$ cat src/rpps_pkg.sv
// Package with widths, codes, the gas factor table and the divider cell word type.
`timescale 1ns / 1ps
package rpps_pkg;

  localparam int CURRENT_WIDTH = 32;
  localparam int FRAC_BITS = 16;

  localparam int MASS_W = 8;
  localparam int CFG_W = 32;
  localparam int SENS_W = 32;
  localparam int GAIN_W = 24;
  localparam int UNIT_W = 2;
  localparam int IDX_W = 2;
  localparam int ST_W = 2;
  localparam int FRAG_W = 7;
  localparam int ION_W = 10;
  localparam int U4_W = 21;
  localparam int FX_W = 21;
  localparam int Q_W = 48;
  localparam int CM_W = CURRENT_WIDTH + MASS_W;
  localparam int N_W = CM_W + U4_W;
  localparam int SH_W = 24 + FRAC_BITS;
  localparam int NUM_W = N_W + SH_W;
  localparam int TOP_W = NUM_W - Q_W;
  localparam int GS_W = GAIN_W + SENS_W;
  localparam int SPLIT_W = 28;
  localparam int PART_W = FX_W + SPLIT_W;
  localparam int DEN_W = FX_W + GS_W;
  localparam int REM_W = DEN_W + 1;

  localparam logic [IDX_W-1:0] REG_SENS = 2'd0;
  localparam logic [IDX_W-1:0] REG_EM_EN = 2'd1;
  localparam logic [IDX_W-1:0] REG_EM_GAIN = 2'd2;
  localparam logic [IDX_W-1:0] REG_UNIT = 2'd3;

  localparam logic [UNIT_W-1:0] UNIT_MBAR = 2'd1;
  localparam logic [UNIT_W-1:0] UNIT_PA = 2'd2;

  localparam logic [U4_W-1:0] U4_TORR = 21'd10000;
  localparam logic [U4_W-1:0] U4_MBAR = 21'd13332;
  localparam logic [U4_W-1:0] U4_PA = 21'd1333200;

  localparam logic [ST_W-1:0] ST_OK = 2'd0;
  localparam logic [ST_W-1:0] ST_MASS_ZERO = 2'd1;
  localparam logic [ST_W-1:0] ST_CUR_ZERO = 2'd2;
  localparam logic [ST_W-1:0] ST_SAT = 2'd3;

  localparam logic [Q_W-1:0] OUT_MAX = {Q_W{1'b1}};
  localparam logic [GAIN_W-1:0] GAIN_ONE = 24'd256;
  localparam logic [SENS_W-1:0] SENS_RESET = 32'd65536;

  localparam int NUM_GASES = 17;
  localparam logic [MASS_W-1:0] GAS_MASS [NUM_GASES] = '{
    8'd2, 8'd4, 8'd16, 8'd18, 8'd20, 8'd28, 8'd31, 8'd32, 8'd34,
    8'd40, 8'd41, 8'd43, 8'd44, 8'd78, 8'd84, 8'd85, 8'd91};
  localparam logic [FRAG_W-1:0] GAS_FRAG [NUM_GASES] = '{
    7'd98, 7'd100, 7'd46, 7'd75, 7'd90, 7'd94, 7'd49, 7'd95, 7'd52,
    7'd88, 7'd21, 7'd58, 7'd85, 7'd53, 7'd45, 7'd62, 7'd53};
  localparam logic [ION_W-1:0] GAS_ION [NUM_GASES] = '{
    10'd44, 10'd14, 10'd160, 10'd100, 10'd23, 10'd100, 10'd360, 10'd100, 10'd220,
    10'd120, 10'd660, 10'd360, 10'd140, 10'd590, 10'd170, 10'd270, 10'd680};

  typedef struct packed {
    logic [FRAG_W-1:0] frag;
    logic [ION_W-1:0] ion;
  } gas_factors_t;

  typedef struct packed {
    logic valid;
    logic [ST_W-1:0] st;
    logic [DEN_W-1:0] den;
    logic [DEN_W-1:0] rem;
    logic [Q_W-1:0] low;
    logic [Q_W-1:0] quo;
  } cell_t;

  // Masses not in the table use unity factors, i.e. one hundred hundredths.
  function automatic gas_factors_t gas_lookup(input logic [MASS_W-1:0] m);
    gas_factors_t r;
    r.frag = 7'd100;
    r.ion = 10'd100;
    for (int i = 0; i < NUM_GASES; i++) begin
      if (GAS_MASS[i] == m) begin
        r.frag = GAS_FRAG[i];
        r.ion = GAS_ION[i];
      end
    end
    return r;
  endfunction

endpackage

$ cat src/rpps_div_cell.sv
// One restoring division cell: develops one quotient bit and passes the word on.
`timescale 1ns / 1ps
module rpps_div_cell import rpps_pkg::*; (
  input  logic clk,
  input  logic rst,
  input  logic adv,
  input  cell_t din,
  output cell_t dout
);

  logic [REM_W-1:0] trial;
  logic [REM_W-1:0] diff;
  logic take;
  cell_t dout_next;

  always_comb begin
    trial = {din.rem, din.low[Q_W-1]};
    diff = trial - {1'b0, din.den};
    take = trial >= {1'b0, din.den};
    dout_next.valid = din.valid;
    dout_next.st = din.st;
    dout_next.den = din.den;
    dout_next.rem = take ? diff[DEN_W-1:0] : trial[DEN_W-1:0];
    dout_next.low = {din.low[Q_W-2:0], 1'b0};
    dout_next.quo = {din.quo[Q_W-2:0], take};
  end

  always_ff @(posedge clk) begin
    if (rst) begin
      dout.valid <= 1'b0;
    end else if (adv) begin
      dout <= dout_next;
    end
  end

endmodule

$ cat config.mk
export PLATFORM = sky130hd
export DESIGN_NAME = rpps_div_cell
export DESIGN_NICKNAME = d
export VERILOG_FILES = /design/src/rpps_pkg.sv /design/src/rpps_div_cell.sv
export SDC_FILE = /design/constraint.sdc
export NUM_CORES = 1
export LEC_CHECK = 0
export BUFFER_PORTS_ARGS = -buffer_cell sky130_fd_sc_hd__buf_2
export CAP_MARGIN = 20
export CORE_UTILIZATION = 35
export CTS_BUF_LIST = sky130_fd_sc_hd__clkbuf_4 sky130_fd_sc_hd__clkbuf_8
export CTS_CLUSTER_SIZE = 10
export DETAILED_ROUTE_END_ITERATION = 8
export PLACE_DENSITY = 0.6
export SETUP_SLACK_MARGIN = 0.02
export SYNTH_ARGS = -nofsm -noshare
export SYNTH_HDL_FRONTEND = slang
export SYNTH_SLANG_ARGS = --single-unit
$ cat constraint.sdc
create_clock -name clk -period 33.5 [get_ports clk]
set_input_delay 3.35 -clock clk [delete_from_list [all_inputs] [get_ports clk]]
set_output_delay 3.35 -clock clk [all_outputs]
set_load 0.05 [all_outputs]
==> flow_summary.toml <==
[routing]
first_iter_violations = 631
wl_per_cell_um = 19.72
routed_wl_mm = 44.75
drtAntennaViolNets = 0
drc = 0
vias = 11430
via_per_inst = 5.039
firstDrtPassIters = 5

[logic_synthesis]
synth_area_leaders = "edfxtp_1 55%, ha_1 7.1%, a21oi_1 5.3%"
ys_async_sr_fraction = 0
synth_fp_nets = 1551
synthFlopType = "edfxtp_1"
yosys_warnings = 0
ys_seq_area_frac = 0.5544
syn_inst = 1217
yosys.area.top_type_share = 0.5529
synth_edf_count = 251
ys_ff_latch = 252
ys_types = 69
post-synth-top-area-cell = "edfxtp_1"
synth_most_common_cell = "edfxtp_1"
syn-cell-area_mm2 = 0.01363
synth_commonest_cells = "251 x edfxtp_1, 143 x a21oi_1, 106 x nor2_1, 99 x inv_1, 77 x ha_1"
synth_area_per_cell_um2 = 11.20

[timing]
setup_viol = 0
skew_ns = 0
min_period_over_period = 0.2168
relSlewSlack = 0.2780
maxSlewViolCount = 0
tightest_slew_ns = 1.073
fmax_mhz = 137.7
hold_viol = 0
period_minus_slack_ns = 7.263
grt_setup_unrepaired = "false"
setup_tns_ns = 0

[power]
power_density_mw_per_mm2 = 53.98
peakVddDrop_uv = 35.36
p_leak_nw = 7.689

[floorplanning]
num_rows = 71
floorplan.die_area_mm2 = 0.03974
coreArea_mm2 = 0.03802
start_util = 0.3585
io_pins = 509
dieHeight_um = 199.4
die_width_um = 199.4

[clocking]
cts_max_level = 2
clock_path_buffers = 3
postCtsSetupRepairBufs = 0
cts_root_buffer = "clkbuf_8"
cts_made_buffers = 44
clkTransAtPathRegs_ns = 0.06
tritoncts = "yes"
hold_buffers = 0
ctsResizeCount = 0
worstSkewPairLatency_ns = 0.59
cts_num_sinks = 252

[finish]
area_growth_pct = 28.06
top_register = "dout"
final_util = 0.4591
drive_gt1_frac = 0.3402
top_regs = "dout: 252 flops"
largest_reg_flops = 252
instances_no_fill = 2269
nNetsFinal = 2052

[placement]
place_congestion = 0.9046
dp_cells = 2183
io_buffers = 506
dpl.hpwl_mm = 35.53

[critical_path]
endpoint_kind = "flop"
cp_max_fo = 5
path_class = "input port to flop"
cp.arrival_ns = 7.59
worstSetupStartpointType = "input port"
reg2reg_slack_ns = 32.91
crit_required_ns = 33.82

[worst_hold_path]
hp-class = "flop to flop"

[flow_run]
maxCapViolCount = 0

[global_route]
grtUsageTotal = 0.2170
grt_max_degree = 79
grt-ovfl-total = 0
grt_pass1_vias = 11010
grt_pass1_wl_mm = 64.96
antenna_found_initial = 11

[run_status]
status = "completed"
[metal layers]
metal | wire length, um | up-vias | GRT usage | part of all wire
li1 | - | 5504 | - | -
met2 | 21640 | 432 | 0.3624 | 0.48
met1 | 18650 | 5431 | 0.2711 | 0.42
met5 | 52 | - | 0 | 0.0012
met4 | 896 | 8 | 0.07266 | 0.020
met3 | 3514 | 58 | 0.05688 | 0.079
[layout make-up]
| class | instances | area (um^2) |
|---|---|---|
| inverter | 99 | 371.6 |
| multi-input combinational | 809 | 5408 |
| tap | 511 | 639.4 |
| fill | 3712 | 20560 |
| clock inverter | 23 | 193.9 |
| timing repair buffer | 512 | 2577 |
| antenna | 9 | 22.52 |
| clock buffer | 54 | 686.9 |
| sequential | 252 | 7557 |
[power by group]
group,internal [mW],leakage [nW],switching (mW)
Sequential,0.380,2.37,0.00599
Clock,0.159,0.465,0.133
Combinational,0.0758,4.85,0.188
[per-stage QoR]
step	total power [mW]	cell area, um^2	hold slack [ns]	worst slack [ns]
finish	0.9424	17460	0.5054	26.24
global route	0.9830	17440	0.5243	26.12
CTS	0.9528	17430	0.5062	26.38
detailed placement	0.6554	16550	0.4934	25.73
global placement	0.6539	16550	0.4773	25.71
floorplan	0.5885	13630	0.7326	18.15
[worst paths after layout]
path | start | endpoint | depth (start not counted)
setup / recovery | din[95] | dout[168] | 15
hold / removal | dout[252] | dout[252] | 2
setup reg to reg | dout[252] | dout[252] | 2
hold reg to reg | dout[252] | dout[252] | 2
[kinds of logic after synthesis]
| group | Yosys count | synth area share |
|---|---|---|
| AND/OR/NAND/NOR | 296 | 0.1031 |
| adder cells (fa/ha/maj) | 78 | 0.07214 |
| multiplexers | 18 | 0.01469 |
| flip-flops | 252 | 0.5544 |
| buffers and inverters | 156 | 0.04947 |
| XOR/XNOR | 70 | 0.04497 |
| AO/OA/AOI/OAI | 346 | 0.1610 |
| other | 1 | 0.0002751 |
[worst max-delay path: stages]
cell      delay, ns
buf_2          0.11
inv_1          0.05
ha_1           0.19
inv_1          0.06
fa_1           0.39
a21o_1         0.23
a311o_1        0.41
a21oi_1        0.35
o211ai_1       0.23
a311oi_1       0.48
o21ai_1        0.34
a41oi_1        0.73
o221ai_1       0.36
xnor2_1        0.23
a21oi_1        0.09
[cells in the final DEF, fill, tap and decap left out, types with 6 or more instances in the layout]
master    count
buf_2       506
edfxtp_1    251
a21oi_1     143
nor2_1      106
inv_1        99
ha_1         77
nand2_1      75
a21o_1       49
o21ai_0      49
clkbuf_8     45
xnor2_1      39
xor2_1       31
nand4_1      29
nand3_1      17
o21bai_1     15
mux2_1       15
nor3_1       12
a31oi_1      12
o21a_1       12
diode_2       9
and2_1        9
nor2b_1       9
a211oi_1      9
clkinv_1      9
clkbuf_4      9
and3_1        8
o31ai_1       8
clkinv_2      8
or3_1         7
buf_4         6
No activity file was read; power rests on OpenSTA's default activity.
